<file path="config.mk">
export PLATFORM = sky130hd
export DESIGN_NAME = lcd_greedy_word_wrap_unit
export DESIGN_NICKNAME = d
export VERILOG_FILES = /design/src/rtl/core/lgww_pkg.sv /design/src/rtl/core/lgww_store.sv /design/src/rtl/core/lgww_seq.sv /design/src/rtl/core/lcd_greedy_word_wrap_unit.sv
export SDC_FILE = /design/constraint.sdc
export NUM_CORES = 1
export LEC_CHECK = 0
export BUFFER_PORTS_ARGS = -buffer_cell sky130_fd_sc_hd__buf_2
export CORE_MARGIN = 3
export CORE_UTILIZATION = 55
export CTS_CLUSTER_DIAMETER = 40
export CTS_CLUSTER_SIZE = 30
export DETAILED_ROUTE_END_ITERATION = 8
export PLACE_DENSITY = 0.75
export SLEW_MARGIN = 25
export SYNTH_ARGS = -nofsm -noshare
export SYNTH_HDL_FRONTEND = slang
export SYNTH_SLANG_ARGS = --single-unit
</file>
<file path="constraint.sdc">
create_clock -name clk -period 3.7 [get_ports clk]
set_input_delay 0.925 -clock clk [delete_from_list [all_inputs] [get_ports clk]]
set_output_delay 0.925 -clock clk [all_outputs]
set_load 0.01 [all_outputs]
</file>
<file path="src/rtl/core/lgww_pkg.sv">
`timescale 1ns / 1ps

package lgww_pkg;

	// Defaults for the top-level parameters
	localparam int LINE_COLUMNS_DEF = 16;
	localparam int SCREEN_ROWS_DEF  = 2;

	// Results kept per input byte; further results are dropped
	localparam int MAX_RESULTS = 24;
	localparam int CNT_W       = $clog2(MAX_RESULTS + 1);

	// Result kinds
	localparam logic KIND_CHAR  = 1'b0;
	localparam logic KIND_CLOSE = 1'b1;

	localparam logic [7:0] CHAR_SPACE = 8'd32;
	localparam logic [7:0] CHAR_TAB   = 8'd9;
	localparam logic [7:0] CHAR_CR    = 8'd13;

	// One result handed from the sequencer to the output stage
	typedef struct packed {
		logic       valid;
		logic       kind;
		logic [7:0] glyph;
		logic       row;
		logic [3:0] column;
		logic [7:0] screen;
		logic       final_item;
	} emit_t;

	function automatic logic is_ws(input logic [7:0] c);
		is_ws = (c == CHAR_SPACE) || ((c >= CHAR_TAB) && (c <= CHAR_CR));
	endfunction

endpackage

</file>
<file path="src/rtl/core/lgww_store.sv">
`timescale 1ns / 1ps

// Word buffer: one write port, one read port with registered data.
module lgww_store #(
	parameter int DEPTH = lgww_pkg::LINE_COLUMNS_DEF,
	parameter int AW    = $clog2(lgww_pkg::LINE_COLUMNS_DEF)
) (
	input  logic          clk,
	input  logic          we,
	input  logic [AW-1:0] waddr,
	input  logic [7:0]    wdata,
	input  logic [AW-1:0] raddr,
	output logic [7:0]    rdata
);

	logic [7:0] mem [DEPTH];
	logic [7:0] rdata_q;

	always_ff @(posedge clk) begin
		if (we) begin
			mem[waddr] <= wdata;
		end
		rdata_q <= mem[raddr];
	end

	assign rdata = rdata_q;

endmodule

</file>
<file path="src/rtl/core/lgww_seq.sv">
`timescale 1ns / 1ps

// Wrap sequencer: one decision or one result per cycle while the output stage takes results.
module lgww_seq #(
	parameter int LINE_COLUMNS = lgww_pkg::LINE_COLUMNS_DEF,
	parameter int SCREEN_ROWS  = lgww_pkg::SCREEN_ROWS_DEF,
	parameter int AW           = $clog2(lgww_pkg::LINE_COLUMNS_DEF)
) (
	input  logic            clk,
	input  logic            arst_n,
	input  logic            in_valid,
	output logic            in_ready,
	input  logic [7:0]      in_char,
	input  logic            in_end,
	output lgww_pkg::emit_t emit,
	input  logic            emit_ready,
	output logic            we,
	output logic [AW-1:0]   waddr,
	output logic [7:0]      wdata,
	output logic [AW-1:0]   raddr,
	input  logic [7:0]      rdata
);

	localparam int CW = $clog2(LINE_COLUMNS + 1);
	localparam int RW = (SCREEN_ROWS > 1) ? $clog2(SCREEN_ROWS) : 1;
	localparam int SW = 4;

	localparam logic [SW-1:0] ST_IDLE  = 4'd0;
	localparam logic [SW-1:0] ST_PWA   = 4'd1; // close line if word does not fit
	localparam logic [SW-1:0] ST_PWB   = 4'd2; // separating space
	localparam logic [SW-1:0] ST_PUT   = 4'd3; // copy word characters
	localparam logic [SW-1:0] ST_SPA   = 4'd4; // split: close a full line
	localparam logic [SW-1:0] ST_SPB   = 4'd5; // split: size the chunk
	localparam logic [SW-1:0] ST_SPC   = 4'd6; // split: close after chunk
	localparam logic [SW-1:0] ST_STORE = 4'd7;
	localparam logic [SW-1:0] ST_EC    = 4'd8; // end: close open line
	localparam logic [SW-1:0] ST_EP    = 4'd9; // end: pad screen

	logic [SW-1:0]              state_q, state_d;
	logic [CW-1:0]              wc_q, wc_d;
	logic [CW-1:0]              fill_q, fill_d;
	logic [CW-1:0]              rem_q, rem_d;
	logic [AW-1:0]              head_q, head_d, head_inc;
	logic [RW-1:0]              row_q, row_d;
	logic [7:0]                 scr_q, scr_d;
	logic                       started_q, started_d;
	logic                       end_q, end_d;
	logic [7:0]                 chr_q, chr_d;
	logic                       ret_split_q, ret_split_d;
	logic [lgww_pkg::CNT_W-1:0] cnt_q, cnt_d;

	logic          want, is_close, fin_close, drop, adv;
	logic [7:0]    glyph;
	logic [CW:0]   need;
	logic [CW:0]   wsum, wadj;
	logic [CW+3:0] fill_ext;
	logic          row_last;

	assign head_inc = (head_q == AW'(LINE_COLUMNS - 1)) ? '0 : head_q + AW'(1);
	assign need     = {1'b0, fill_q} + {1'b0, wc_q} + (CW+1)'(1);
	assign wsum     = (CW+1)'(head_q) + {1'b0, wc_q};
	assign wadj     = (wsum >= (CW+1)'(LINE_COLUMNS)) ? wsum - (CW+1)'(LINE_COLUMNS) : wsum;
	assign row_last = (row_q == RW'(SCREEN_ROWS - 1));
	assign drop     = (cnt_q >= lgww_pkg::CNT_W'(lgww_pkg::MAX_RESULTS));
	assign adv      = !want || drop || emit_ready;

	always_comb begin
		state_d     = state_q;
		wc_d        = wc_q;
		fill_d      = fill_q;
		rem_d       = rem_q;
		head_d      = head_q;
		row_d       = row_q;
		scr_d       = scr_q;
		started_d   = started_q;
		end_d       = end_q;
		chr_d       = chr_q;
		ret_split_d = ret_split_q;
		cnt_d       = cnt_q;
		want        = 1'b0;
		is_close    = 1'b0;
		fin_close   = 1'b0;
		glyph       = 8'd0;
		we          = 1'b0;
		in_ready    = 1'b0;

		case (state_q)
			ST_IDLE: begin
				in_ready = 1'b1;
				if (in_valid) begin
					chr_d = in_char;
					end_d = in_end;
					cnt_d = '0;
					if (lgww_pkg::is_ws(in_char)) begin
						state_d = ST_PWA;
					end else if (wc_q == CW'(LINE_COLUMNS)) begin
						state_d = ST_SPA;
					end else begin
						state_d = ST_STORE;
					end
				end
			end
			ST_PWA: begin
				if (wc_q == '0) begin
					state_d = end_q ? ST_EC : ST_IDLE;
				end else begin
					if ((fill_q != '0) && (need > (CW+1)'(LINE_COLUMNS))) begin
						want     = 1'b1;
						is_close = 1'b1;
					end
					state_d = ST_PWB;
				end
			end
			ST_PWB: begin
				if (fill_q != '0) begin
					want      = 1'b1;
					glyph     = lgww_pkg::CHAR_SPACE;
					fill_d    = fill_q + CW'(1);
					started_d = 1'b1;
				end
				rem_d       = wc_q;
				ret_split_d = 1'b0;
				state_d     = ST_PUT;
			end
			ST_PUT: begin
				want      = 1'b1;
				glyph     = rdata;
				fill_d    = fill_q + CW'(1);
				started_d = 1'b1;
				head_d    = head_inc;
				wc_d      = wc_q - CW'(1);
				rem_d     = rem_q - CW'(1);
				if (rem_q == CW'(1)) begin
					if (ret_split_q) begin
						state_d = ST_SPC;
					end else begin
						state_d = end_q ? ST_EC : ST_IDLE;
					end
				end
			end
			ST_SPA: begin
				if (fill_q >= CW'(LINE_COLUMNS)) begin
					want     = 1'b1;
					is_close = 1'b1;
				end
				state_d = ST_SPB;
			end
			ST_SPB: begin
				rem_d       = CW'(LINE_COLUMNS) - fill_q;
				ret_split_d = 1'b1;
				state_d     = ST_PUT;
			end
			ST_SPC: begin
				want     = 1'b1;
				is_close = 1'b1;
				state_d  = ST_STORE;
			end
			ST_STORE: begin
				we      = 1'b1;
				wc_d    = wc_q + CW'(1);
				state_d = end_q ? ST_PWA : ST_IDLE;
			end
			ST_EC: begin
				if ((fill_q != '0) || !started_q) begin
					want      = 1'b1;
					is_close  = 1'b1;
					fin_close = row_last;
				end
				state_d = ST_EP;
			end
			ST_EP: begin
				if (row_q != '0) begin
					want      = 1'b1;
					is_close  = 1'b1;
					fin_close = row_last;
				end else begin
					// text done: back to the start of screen 0
					wc_d      = '0;
					fill_d    = '0;
					head_d    = '0;
					scr_d     = 8'd0;
					started_d = 1'b0;
					state_d   = ST_IDLE;
				end
			end
			default: begin
				state_d = ST_IDLE;
			end
		endcase

		if (is_close) begin
			fill_d = '0;
			if (row_last) begin
				row_d = '0;
				scr_d = scr_q + 8'd1;
			end else begin
				row_d = row_q + RW'(1);
			end
		end

		if (want && !drop) begin
			cnt_d = cnt_q + lgww_pkg::CNT_W'(1);
		end
	end

	assign fill_ext = {4'd0, fill_q};

	always_comb begin
		emit.valid      = want && !drop;
		emit.kind       = is_close ? lgww_pkg::KIND_CLOSE : lgww_pkg::KIND_CHAR;
		emit.glyph      = glyph;
		emit.row        = row_q[0];
		emit.column     = is_close ? 4'd0 : fill_ext[3:0];
		emit.screen     = scr_q;
		emit.final_item = fin_close ||
			(end_q && (cnt_q == lgww_pkg::CNT_W'(lgww_pkg::MAX_RESULTS - 1)));
	end

	assign waddr = wadj[AW-1:0];
	assign wdata = chr_q;
	assign raddr = adv ? head_d : head_q;

	always_ff @(posedge clk or negedge arst_n) begin
		if (!arst_n) begin
			state_q     <= ST_IDLE;
			wc_q        <= '0;
			fill_q      <= '0;
			rem_q       <= '0;
			head_q      <= '0;
			row_q       <= '0;
			scr_q       <= 8'd0;
			started_q   <= 1'b0;
			end_q       <= 1'b0;
			ret_split_q <= 1'b0;
			cnt_q       <= '0;
		end else if (adv) begin
			state_q     <= state_d;
			wc_q        <= wc_d;
			fill_q      <= fill_d;
			rem_q       <= rem_d;
			head_q      <= head_d;
			row_q       <= row_d;
			scr_q       <= scr_d;
			started_q   <= started_d;
			end_q       <= end_d;
			ret_split_q <= ret_split_d;
			cnt_q       <= cnt_d;
		end
	end

	always_ff @(posedge clk) begin
		if (adv) begin
			chr_q <= chr_d;
		end
	end

endmodule

</file>
<file path="src/rtl/core/lcd_greedy_word_wrap_unit.sv">
`timescale 1ns / 1ps

// Greedy word wrap for a character display of LINE_COLUMNS columns and SCREEN_ROWS rows
// per screen. Each text byte arrives as one slave transaction (tlast marks the final byte
// of the text); the results it causes leave as master transactions, one per cycle at most:
// tuser = 0 places the glyph at row/column of the given screen, tuser = 1 closes the
// current line, and tlast flags the last result of the whole text. Whitespace (9..13, 32)
// separates words; words are joined by one space, a word that does not fit starts the next
// line, and a word longer than a line is split across lines. At end of text the open line
// is closed and the screen padded with empty rows; the next text starts at screen 0.
// At most 24 results are delivered per input byte. A whitespace byte that ends a word
// places that word; a character that meets a full word buffer splits it, filling the
// current line with the start of the word and closing it. A byte that ends the text also
// places the pending word and then closes lines. While results are pending, a held output
// register stalls the sequencer. Results come from the single sequencer, which emits one
// result per cycle from the word buffer's one read port while the output register takes
// them. tready drops while a byte is in work; a held result in the output register does
// not block acceptance of the next byte.
module lcd_greedy_word_wrap_unit #(
	parameter int LINE_COLUMNS = lgww_pkg::LINE_COLUMNS_DEF,
	parameter int SCREEN_ROWS  = lgww_pkg::SCREEN_ROWS_DEF
) (
	input  logic        clk,
	input  logic        arst_n,
	input  logic        s_axis_tvalid,
	output logic        s_axis_tready,
	input  logic [7:0]  s_axis_tdata,  // [7:0] character
	input  logic        s_axis_tlast,  // end_of_text
	output logic        m_axis_tvalid,
	input  logic        m_axis_tready,
	output logic [23:0] m_axis_tdata,  // [7:0] glyph, [8] row, [12:9] column,
	                                   // [20:13] screen_number, [23:21] zero
	output logic        m_axis_tuser,  // kind
	output logic        m_axis_tlast   // final_item
);

	localparam int AW = $clog2(LINE_COLUMNS);

	lgww_pkg::emit_t emit;
	logic            emit_ready;
	logic            we;
	logic [AW-1:0]   waddr, raddr;
	logic [7:0]      wdata, rdata;

	// Output register
	logic        out_valid_q;
	logic        kind_q;
	logic [7:0]  glyph_q;
	logic        row_q;
	logic [3:0]  column_q;
	logic [7:0]  screen_q;
	logic        final_q;

	lgww_seq #(
		.LINE_COLUMNS(LINE_COLUMNS),
		.SCREEN_ROWS (SCREEN_ROWS),
		.AW          (AW)
	) u_seq (
		.clk       (clk),
		.arst_n    (arst_n),
		.in_valid  (s_axis_tvalid),
		.in_ready  (s_axis_tready),
		.in_char   (s_axis_tdata),
		.in_end    (s_axis_tlast),
		.emit      (emit),
		.emit_ready(emit_ready),
		.we        (we),
		.waddr     (waddr),
		.wdata     (wdata),
		.raddr     (raddr),
		.rdata     (rdata)
	);

	// Holds the word being collected, used as a ring of LINE_COLUMNS entries
	lgww_store #(
		.DEPTH(LINE_COLUMNS),
		.AW   (AW)
	) u_store (
		.clk  (clk),
		.we   (we),
		.waddr(waddr),
		.wdata(wdata),
		.raddr(raddr),
		.rdata(rdata)
	);

	// The sequencer may hand over a result whenever the register is empty or being drained
	assign emit_ready = !out_valid_q || m_axis_tready;

	always_ff @(posedge clk or negedge arst_n) begin
		if (!arst_n) begin
			out_valid_q <= 1'b0;
		end else if (emit.valid && emit_ready) begin
			out_valid_q <= 1'b1;
		end else if (m_axis_tready) begin
			out_valid_q <= 1'b0;
		end
	end

	always_ff @(posedge clk) begin
		if (emit.valid && emit_ready) begin
			kind_q   <= emit.kind;
			glyph_q  <= emit.glyph;
			row_q    <= emit.row;
			column_q <= emit.column;
			screen_q <= emit.screen;
			final_q  <= emit.final_item;
		end
	end

	assign m_axis_tvalid = out_valid_q;
	assign m_axis_tdata  = {3'd0, screen_q, column_q, row_q, glyph_q};
	assign m_axis_tuser  = kind_q;
	assign m_axis_tlast  = final_q;

endmodule

</file>
; ---- Word-level counts from Yosys, hierarchy flattened
; Memories as Yosys holds them, arrays and structs flattened. A register that Yosys moved wholly into a read port is not among the register bits.
; Cells that the tools add are included.
[op_classes]
n_eq_ne = 20
magnitude_cmp = 6
muxes = 52
n_reduce_logical = 37
addsub = 13
[op_table]
columns = cell, n
row1 = case mux 5 bit (3 select lines), 3
row2 = 2-to-1 mux 4 bit, 11
row3 = case mux 4 bit (9 select lines), 1
row4 = 2-to-1 mux 8 bit, 4
row5 = 2-to-1 mux 5 bit, 6
row6 = 2-to-1 mux 1 bit, 18
row7 = "equality test 4 x 3 -> 1 bit, second input constant", 4
row8 = case mux 8 bit (2 select lines), 1
row9 = "adder 5 x 1 -> 5 bit, second input constant", 3
row10 = "equality test 4 bit, second input constant", 3
row11 = AND reduction 4 bit, 3
row12 = "equality test 5 bit, second input constant", 2
row13 = ">= comparator 5 bit, second input constant", 2
row14 = "subtractor 5 x 1 -> 5 bit, second input constant", 2
row15 = AND reduction 3 bit, 3
row16 = nonzero test 3 bit, 3
row17 = "adder 8 x 1 -> 8 bit, second input constant", 1
row18 = "equality test 4 x 2 -> 1 bit, second input constant", 2
row19 = "equality test 8 x 6 -> 1 bit, second input constant", 1
row20 = ">= comparator 8 x 4 -> 1 bit, second input constant", 1
row21 = "less-or-equal comparator 8 x 4 -> 1 bit, second input constant", 1
row22 = case mux 4 bit (2 select lines), 1
row23 = nonzero test 2 bit, 4
row24 = adder 4 x 5 -> 6 bit, 1
row25 = 29 further kinds, 47
[word_totals]
word_cells = 148
mem_bits_rw = 128
in_bits = 13
n_memories = 1
ff_bits = 72
out_inout_bits = 28
[memory_table]
columns = memory, depth, width, read_ports, rd_ports_with_merged_regs, write_ports, line_no
row1 = u_store.mem, 16, 8, 1, 1, 1, lgww_store.sv:16  ; logic [7:0] mem [DEPTH];

; ---- Logic depth before layout (Yosys ltp)
; Gate-level depths: netlist of the first run.
[logic_depth]
word_depth = 11
mapped_depth = 16
ltp_nobuf = 14

; ---- Cells and area by module
; Synthesis of the first run repeated with hierarchy kept, for this count alone.
[hier_totals]
hier_cells = 635
hier_area_um2 = 9494.1
[by_module_without_submodules]
columns = mod, cells_each, area_each_um2, instances, seq_area_each_um2
row1 = lgww_store, 229, 5147.4, 1, 4003.8
row2 = lgww_seq, 374, 3568.4, 1, 1241.2
row3 = lcd_greedy_word_wrap_unit, 32, 778.2, 1, 715.7

; ---- Least setup slack after synthesis of the first run
; OpenSTA, ideal clock, no wires.
[synth_timing]
path_kind = reg-to-reg
start = register u_seq.wc_q[0]
end = register u_seq.cnt_q[3] in the netlist's numbering
period_less_slack_ps = 3673
setup_ps = 134
t_arrival_ps = 3540
required_time_ps = 3566
n_path_buf = 0
setup_slack_ps = 27
path_stages_with_launch = 14
path_cell_list = dfrtp_1 inv_1 ha_1 inv_1 fa_1 a21o_1 a21oi_1 xor2_1 nor3_1 nor2_1 nor3b_2 nand4_1 xor2_1 nor2_1
[synth_via]
elab_chain_cells = 11
elab_cells_between_ends = 16
classes_between = add/sub: 2 / order compare: 1 / mux: 4 / reduce/logical: 9
[synth_lines]
columns = item, line_no
row1 = "start, declared", lgww_seq.sv:40  ; logic [CW-1:0] wc_q, wc_d;
row2 = "start signal, assigned", lgww_seq.sv:238  ; wc_q <= wc_d;
row3 = adder 5 x 5 -> 6 bit, lgww_seq.sv:60  ; assign need = {1'b0, fill_q} + {1'b0, wc_q} + (CW+1)'(1);
row4 = adder 6 x 1 -> 6 bit, lgww_seq.sv:60
row5 = greater-than comparator 6 x 5 -> 1 bit, lgww_seq.sv:107  ; if ((fill_q != '0) && (need > (CW+1)'(LINE_COLUMNS))) begin
row6 = logical AND 1 bit, lgww_seq.sv:107
row7 = 2-to-1 mux 1 bit, lgww_seq.sv:107
row8 = 2-to-1 mux 1 bit *, lgww_seq.sv:104  ; if (wc_q == '0) begin
row9 = case mux 1 bit (6 select lines) *, lgww_seq.sv:87  ; case (state_q)
row10 = logical NOT 1 bit, lgww_seq.sv:65  ; assign adv = !want || drop || emit_ready;
row11 = logical OR 1 bit (2 in a row), lgww_seq.sv:65
row12 = AND reduction 3 bit (no line), -
row13 = "end signal, assigned", lgww_seq.sv:247  ; cnt_q <= cnt_d;
row14 = "end, declared", lgww_seq.sv:50  ; logic [lgww_pkg::CNT_W-1:0] cnt_q, cnt_d;
; Every way passes the cells marked *; elsewhere a longest branch is shown, timed or not.
; A chain may end at the register's enable or synchronous reset.

; ---- Final worst setup path of the first run
[layout_timing]
start = register u_seq.fill_q[0]
end = register u_store.rdata_q[6], in the netlist u_store.rdata[6], read port of u_store.mem
[layout_via]
elab_chain_cells = 11
elab_cells_between_ends = 17
classes_between = add/sub: 2 / order compare: 2 / mux: 7 / reduce/logical: 6
[layout_lines]
columns = item, line_no
row1 = "start, declared", lgww_seq.sv:41  ; logic [CW-1:0] fill_q, fill_d;
row2 = "start signal, assigned", lgww_seq.sv:239  ; fill_q <= fill_d;
row3 = adder 5 x 5 -> 6 bit, lgww_seq.sv:60
row4 = adder 6 x 1 -> 6 bit, lgww_seq.sv:60
row5 = greater-than comparator 6 x 5 -> 1 bit, lgww_seq.sv:107
row6 = logical AND 1 bit, lgww_seq.sv:107
row7 = 2-to-1 mux 1 bit, lgww_seq.sv:107
row8 = 2-to-1 mux 1 bit, lgww_seq.sv:104
row9 = case mux 1 bit (6 select lines) *, lgww_seq.sv:87
row10 = logical NOT 1 bit *, lgww_seq.sv:65
row11 = logical OR 1 bit * (2 in a row), lgww_seq.sv:65
row12 = 2-to-1 mux 4 bit *, -
row13 = "end, declared", lgww_store.sv:17  ; logic [7:0] rdata_q;
; Marks and branches as above.

==> summary.json, run 1 <==
{
  "pwr": {
    "power_density_nw_per_um2": 997,
    "total_leakage_power_nw": 3.97,
    "worst_vdd_ir_mv": 0.582
  },
  "clocking": {
    "cts_max_level": 1,
    "numClockSinks": 208,
    "cts-root-to-sink-buffers": 3,
    "cts_tree": "built",
    "clk_latency_ns": 0.53,
    "clk_pin_slew_ns": 0.06,
    "cts.root.buffer_cell": "clkbuf_16",
    "cts_inserted_buffers": 24,
    "cts_hold_repair.buffers": 0
  },
  "finish": {
    "final_design_area_no_fill_um2": 10600,
    "syn2layout_area_growth_pct": 15.7,
    "design.final.nets": 747,
    "instances_no_fill": 944,
    "fraction_of_final_layout_cells_with_drive_strength_greater_than_1": 0.213,
    "layout.core_utilization": 0.661,
    "n_antenna_cell": 0
  },
  "drt": {
    "via_count": 5674,
    "drc_viols": 0,
    "post_drt_via_cell_ratio": 6.01,
    "drt_first_pass_iters": 5,
    "wl_um": 19800,
    "postRouteAntennaNets": 0,
    "initialDrtViolationCount": 427,
    "wl_per_cell_um": 21.0
  },
  "synthesis": {
    "ys_types": 69,
    "synthesis.instances": 648,
    "syn_avg_cell_area_um2": 14.2,
    "synthesized_area_um2": 9200,
    "asyncSetResetFlopFracSynth": 0.197,
    "synthSimpleGateAreaFrac": 0.120,
    "synth_commonest_cells": "edfxtp_1 (159), nor2_1 (61), nand2_1 (49), nand3_1 (47), dfrtp_1 (41)",
    "post_synth_mux_area_share": 0.0876,
    "synth_most_common_cell": "edfxtp_1",
    "ys_top_cells_by_area": "edfxtp_1 (52%), dfrtp_1 (11%), mux4_2 (7.6%), ha_1 (2.9%), nand3_1 (2.6%)",
    "main_combinational_cell_family_by_area_after_synthesis": "simple AND/OR/NAND/NOR gates",
    "synth_compound_gate_area_share": 0.0639,
    "yosys.area.top_type": "edfxtp_1",
    "postSynthRegisterBits": 208,
    "number_of_synthesized_flops_with_an_enable_pin": 159,
    "yosys.area.top_type_share": 0.519,
    "synth_ff_type": "edfxtp_1",
    "yosysSeqAreaShare": 0.648,
    "yosysWarnings": 0,
    "yosys.area_share.xor_xnor": 0.0171,
    "yosys.area_share.adder": 0.0351
  },
  "sta": {
    "slew_viol_final": 0,
    "final_skew_ns": 0.0192,
    "total_negative_setup_slack_ns": 0,
    "max_clock_freq_ghz": 0.285,
    "setup_viol": 0,
    "layout_min_cycle_time_ns": 3.51,
    "report.final.hold_viol_count": 0,
    "worst_slew_pin_slew_ns": 0.904,
    "worst_slew_margin_rel": 0.395,
    "fin_crit_sh": 0.950
  },
  "setup_path": {
    "path_max_fanout": 11,
    "reg2reg_from": "u_seq.fill_q[0]",
    "reg2reg_slack_ns": 0.19,
    "worst_path_largest_cell_delay_ns": 0.54,
    "cp-end-kind": "flop",
    "crit_path_frequent_cell": "buf_12",
    "cp_data_arrival_time_ns": 3.91,
    "critPathRequiredTime_ns": 4.10,
    "start_kind": "flop",
    "worst_setup_path_startpoint": "u_seq.fill_q[0]",
    "worstReg2RegEnd": "u_store.rdata[6]",
    "critical_path.cell_chain": "inv_2 -> ha_1 -> inv_1 -> fa_1 -> nand2b_1 -> or3_1 -> o22ai_2 -> nor3_1 -> o21a_4 -> a21oi_4 -> buf_12 -> buf_12 -> mux4_2 -> nand3_1 -> nand4_1",
    "r2r_cells": 15,
    "crit_type": "flop to flop",
    "critical_path.slowest_cell": "mux4_2"
  },
  "grt": {
    "groute.usage.overall": 0.216,
    "grt_start_max_net_pins": 42,
    "grt_overflow": 0,
    "grt_pass1_vias": 5709,
    "antenna_found_initial": 0,
    "grt_pass1_wl_um": 30800
  },
  "placement": {
    "dpl-instance-area_um2": 9670,
    "port-buffer-count": 37,
    "post-dp-hpwl_um": 13200,
    "place_inst": 896,
    "gp_routability_congestion": 0.889
  },
  "flow_run": {
    "max-cap-violations": 0
  },
  "outcome": {
    "status": "complete, no violations"
  },
  "floorplan": {
    "initial_core_utilization": 0.571,
    "floorplan.die.height_um": 135,
    "num_rows": 46,
    "core_box_area_um2": 16100,
    "die_wd_um": 135,
    "io_pins": 41,
    "area_of_the_die_um2": 18300
  },
  "worst_hold_path": {
    "min_path_type": "primary input to asynchronous set/reset pin"
  }
}
==> cell type report <==
cell class	count	area, um2
well taps	216	270
clock buffers	24	601
repair buffers	62	434
inverters	21	81.3
flip-flops and latches	208	5960
multi-input cells	393	3010
fillers	1114	5470
clock inverters	20	289
==> layout by cell type (no fill, tap or decap), types with 4 or more instances in the layout <==
cell	n
o21ai_0	18
inv_1	17
and2_1	4
nand3_1	47
inv_8	5
mux4_2	31
nor2_1	61
buf_2	36
a21o_1	4
o22ai_1	5
nor2b_1	6
a22o_1	4
nor3_1	6
ha_1	21
xnor2_1	10
dfxtp_1	8
nand4_1	9
nand2_1	49
clkinv_8	5
dfrtp_1	41
and3_1	9
clkbuf_16	25
clkinv_4	4
a21oi_1	22
xor2_1	8
edfxtp_1	159
o31ai_1	5
mux2i_1	7
nand2b_1	11
buf_4	21
==> worst max-delay path, delay by kind of cell (launching register included) <==
family                   cells  cell delay (ns)
flip-flops                   1             0.39
adder cells (fa/ha/maj)      2             0.61
AND/OR/NAND/NOR              5             0.85
buffers and inverters        4             0.44
AO/OA/AOI/OAI                3             0.54
multiplexers                 1             0.54
==> registers in the layout, summed over array words and instances, names as in the netlist, 4 cells and up <==
register       count
u_store.mem      128
glyph_q            8
screen_q           8
u_seq.scr_q        8
u_seq.wdata        8
u_store.rdata      8
u_seq.cnt_q        5
u_seq.fill_q       5
u_seq.rem_q        5
u_seq.wc_q         5
column_q           4
u_seq.head_q       4
u_seq.state_q      4
==> worst max-delay path by stage <==
stage | end | cells after the start | slack, ns
floorplan | u_seq.cnt_q[3] | 13 | 0.03
finish | u_store.rdata[6] | 15 | 0.19
CTS | u_store.rdata[6] | 14 | 0.06
global placement | u_store.rdata[5] | 14 | 0.22
global route | u_store.rdata[6] | 15 | -0.04
detailed placement | u_store.rdata[2] | 14 | 0.09
==> cells by family after synthesis <==
| logic type | Yosys count |
|---|---|
| buffers and inverters | 49 |
| flip-flops | 208 |
| XOR/XNOR | 18 |
| other | 1 |
| AO/OA/AOI/OAI | 86 |
| adder cells (fa/ha/maj) | 24 |
| multiplexers | 40 |
| AND/OR/NAND/NOR | 222 |
==> power by group <==
part           switching (mW)  internal [mW]
Sequential              0.380           3.10
Clock                    1.09           1.42
Combinational            2.55           2.07
Total                    4.02           6.60
==> layer usage <==
metal  global-route usage  vias up  wire length [um]  part of all wire
met5                    0        -                 0                 0
met4               0.0521        0               378             0.019
met3               0.0282       33               909             0.046
met2                0.395      222             10800              0.55
met1                0.275     2842              7740              0.39
li1                     -     2577                 -                 -
==> per-stage QoR <==
step | hold slack (ns) | power [mW] | setup slack (ns)
after floorplan | 0.440 | 6.75 | 0.0267
after global placement | 0.458 | 7.70 | 0.216
after detailed placement | 0.477 | 7.86 | 0.0891
after CTS | 0.493 | 10.4 | 0.0626
after global routing | 0.428 | 11.2 | -0.0399
final | 0.387 | 10.6 | 0.187
==> repair_timing <==
| action | 4_1_cts | 5_1_grt |
|---|---|---|
| setup buffers | 0 | 3 |
| gates resized for setup | 0 | 6 |
| endpoints found under the setup margin | 0 | 11 |
Power figures use the tool's default switching activity.
==> run 2, diff against run 1 <==
Settings changed: GPL_TIMING_DRIVEN from default to 0.
==> summary.json, run 2 (synthesis results as in run 1) <==
{
  "clocking": {
    "cts_max_level": {"value": 1, "change": "unchanged"},
    "cts_tree": "built",
    "cts_inserted_buffers": {"value": 27, "change": "+13%"},
    "cts_hold_repair.buffers": {"value": 0, "change": "unchanged"},
    "clk_pin_slew": {"value": 0.06, "unit": "ns", "change": "about the same"},
    "clk_latency": {"value": 0.54, "unit": "ns", "change": "about the same"},
    "numClockSinks": {"value": 208, "change": "unchanged"},
    "cts-root-to-sink-buffers": {"value": 3, "change": "unchanged"},
    "cts.root.buffer_cell": "clkbuf_16"
  },
  "grt": {
    "grt_pass1_vias": {"value": 5743, "change": "+0.60%"},
    "grt_pass1_wl": {"value": 31600, "unit": "um", "change": "+2.5%"},
    "antenna_found_initial": {"value": 0, "change": "unchanged"},
    "grt_start_max_net_pins": {"value": 42, "change": "unchanged"},
    "groute.usage.overall": {"value": 0.224, "change": "+0.00760"},
    "grt_overflow": {"value": 0, "change": "unchanged"}
  },
  "setup_path": {
    "cp_data_arrival_time": {"value": 3.98, "unit": "ns", "change": "+0.07 ns"},
    "path_max_fanout": {"value": 10, "change": "-1"},
    "critPathRequiredTime": {"value": 4.08, "unit": "ns", "change": "-0.02 ns"},
    "critical_path.slowest_cell": "mux4_2",
    "cp_top_family": "simple AND/OR/NAND/NOR gates",
    "start_kind": "flop",
    "worst_path_largest_cell_delay": {"value": 0.56, "unit": "ns", "change": "+0.02 ns"},
    "cp_num_buf_inv": {"value": 4, "change": "unchanged"},
    "cp-end-kind": "flop",
    "crit_type": "flop to flop",
    "critical_path.cell_chain": "inv_4 -> ha_1 -> inv_1 -> fa_2 -> nand2b_4 -> or2_2 -> o22ai_4 -> nor3_2 -> o21a_4 -> a21oi_4 -> buf_6 -> buf_12 -> mux4_2 -> nand3_1 -> nand4_1"
  },
  "sta": {
    "max_clock_freq": {"value": 0.278, "unit": "GHz", "change": "-2.3%"},
    "worst_slew_margin_rel": {"value": 0.430, "change": "+0.0346"},
    "slew_viol_final": {"value": 0, "change": "unchanged"},
    "final_skew": {"value": 0.0272, "unit": "ns", "change": "+0.00793 ns"},
    "layout_min_cycle_time": {"value": 3.60, "unit": "ns", "change": "+0.0827 ns"},
    "worst_slew_pin_slew": {"value": 0.853, "unit": "ns", "change": "-0.0518 ns"},
    "total_negative_setup_slack": {"value": 0, "unit": "ns", "change": "unchanged"},
    "fin_crit_sh": {"value": 0.972, "change": "+0.0223"},
    "report.final.hold_viol_count": {"value": 0, "change": "unchanged"},
    "setup_viol": {"value": 0, "change": "unchanged"}
  },
  "finish": {
    "syn2layout_area_growth_pct": 16.6,
    "design.final.nets": {"value": 762, "change": "+2.0%"},
    "mostFrequentLayoutCells": "edfxtp_1 (159), nor2_1 (61), nand2_1 (49), nand3_1 (47), buf_2 (44)",
    "fraction_of_final_layout_cells_with_drive_strength_greater_than_1": {"value": 0.228, "change": "+0.0150"},
    "n_antenna_cell": {"value": 0, "change": "unchanged"},
    "number_of_flip_flops_in_the_largest_register": {"value": 128, "change": "unchanged"},
    "largest-register": "u_store.mem",
    "final_common_cell": "edfxtp_1"
  },
  "worst_hold_path": {
    "min_path_type": "primary input to asynchronous set/reset pin"
  },
  "placement": {
    "post-dp-hpwl": {"value": 13000, "unit": "um", "change": "-1.6%"},
    "gp_routability_congestion": {"value": 0.906, "change": "+1.8%"},
    "port-buffer-count": {"value": 37, "change": "unchanged"}
  },
  "pwr": {
    "power.total": {"value": 11.0, "unit": "mW", "change": "+3.4%"},
    "total_leakage_power": {"value": 4.01, "unit": "nW", "change": "+0.97%"},
    "power_density": {"value": 1020, "unit": "nW/um2", "change": "+2.6%"},
    "worst_vdd_ir": {"value": 0.566, "unit": "mV", "change": "-2.7%"}
  },
  "drt": {
    "drt_first_pass_iters": {"value": 6, "change": "+1"},
    "post_drt_via_cell_ratio": {"value": 5.93, "change": "-1.4%"},
    "drc_viols": {"value": 0, "change": "unchanged"},
    "initialDrtViolationCount": {"value": 487, "change": "+14%"},
    "wl_per_cell": {"value": 21.1, "unit": "um", "change": "+0.58%"},
    "via_count": {"value": 5700, "change": "+0.46%"},
    "postRouteAntennaNets": {"value": 0, "change": "unchanged"},
    "wl": {"value": 20300, "unit": "um", "change": "+2.5%"}
  },
  "flow_run": {
    "max-cap-violations": {"value": 0, "change": "unchanged"}
  },
  "floorplan": {
    "io_pins": {"value": 41, "change": "unchanged"},
    "num_rows": {"value": 46, "change": "unchanged"},
    "initial_core_utilization": {"value": 0.571, "change": "unchanged"},
    "die_wd": {"value": 135, "unit": "um", "change": "unchanged"},
    "core_box_area": {"value": 16100, "unit": "um2", "change": "unchanged"},
    "floorplan.die.height": {"value": 135, "unit": "um", "change": "unchanged"},
    "area_of_the_die": {"value": 18300, "unit": "um2", "change": "unchanged"}
  },
  "outcome": {
    "status": "complete, no violations"
  }
}
run 2: cell types whose count changed in the layout (fill, tap and decap cells not counted), moves of 3 or more:
| cell | previous run | this run |
|---|---|---|
| buf_2 | 36 | 44 |
| clkbuf_1 | 0 | 10 |
| clkinv_8 | 5 | 1 |
| buf_6 | 1 | 4 |
| inv_6 | 3 | 7 |
| buf_4 | 21 | 14 |
| clkbuf_16 | 25 | 28 |
run 2: report_power, final:
| part | switching, mW | leakage, nW | internal (mW) | total [mW] |
|---|---|---|---|---|
| clock | 1.09 | 0.443 | 1.48 | 2.57 |
| combinational | 2.76 | 1.56 | 2.16 | 4.92 |
| sequential | 0.375 | 2.00 | 3.11 | 3.49 |
run 2: routing by layer:
metal | up-vias | global-route usage | part of all wire
met2 | 227 | 0.394 | 0.51
li1 | 2612 | - | -
met4 | 0 | 0.0689 | 0.032
met1 | 2809 | 0.289 | 0.40
met5 | - | 0 | 0
met3 | 52 | 0.0345 | 0.055
run 2: final timing paths:
check / endpoint / slack, ns / depth (start not counted) / from
worst min register to register: screen_q[7] / 0.49 / 0 / u_seq.scr_q[7]
max in group asynchronous: u_seq.wc_q[0] / 2.89 / 1 / arst_n
worst max-delay path: u_store.rdata[3] / 0.10 / 15 / u_seq.fill_q[0]
min in group clk: screen_q[7] / 0.49 / 0 / u_seq.scr_q[7]
worst max register to register: u_store.rdata[3] / 0.10 / 15 / u_seq.fill_q[0]
worst min-delay path: u_seq.fill_q[1] / 0.40 / 1 / arst_n
run 2: layout make-up:
cell class              instances  area [um2]
multi-input cells             393        3030
repair buffers                 46         284
flip-flops and latches        208        5960
clock inverters                20         215
inverters                      21        81.3
clock buffers                  30         687
fillers                      1104        5390
plain buffers                  28         203
well taps                     216         270
run 2: metrics by stage:
| stage | setup WS, ns | hold slack (ns) | cell area, um2 | cells | utilization |
|---|---|---|---|---|---|
| floorplan | 0.0267 | 0.440 | 9210 | 650 | - |
| CTS | 0.00754 | 0.490 | 10700 | 960 | 0.661 |
| global placement | -0.566 | 0.458 | 9660 | 903 | 0.600 |
| finish | 0.104 | 0.401 | 10700 | 962 | 0.666 |
| global route | -0.0510 | 0.442 | 10700 | 962 | 0.666 |
| detailed placement | -0.597 | 0.475 | 9680 | 904 | 0.601 |
run 2: repair_timing:
item	in CTS	in global routing
setup endpoints to repair	15	17
buffers inserted	6	1
cloned	0	1
gates resized for setup	9	12
pin swaps	2	2
run 2: worst register-to-register path: stages (launching register included):
cell and delay [ns]:
dfrtp_2 0.40, inv_4 0.06, ha_1 0.20, inv_1 0.07
fa_2 0.43, nand2b_4 0.15, or2_2 0.33, o22ai_4 0.22
nor3_2 0.09, o21a_4 0.25, a21oi_4 0.16, buf_6 0.15
buf_12 0.15, mux4_2 0.56, nand3_1 0.12, nand4_1 0.11
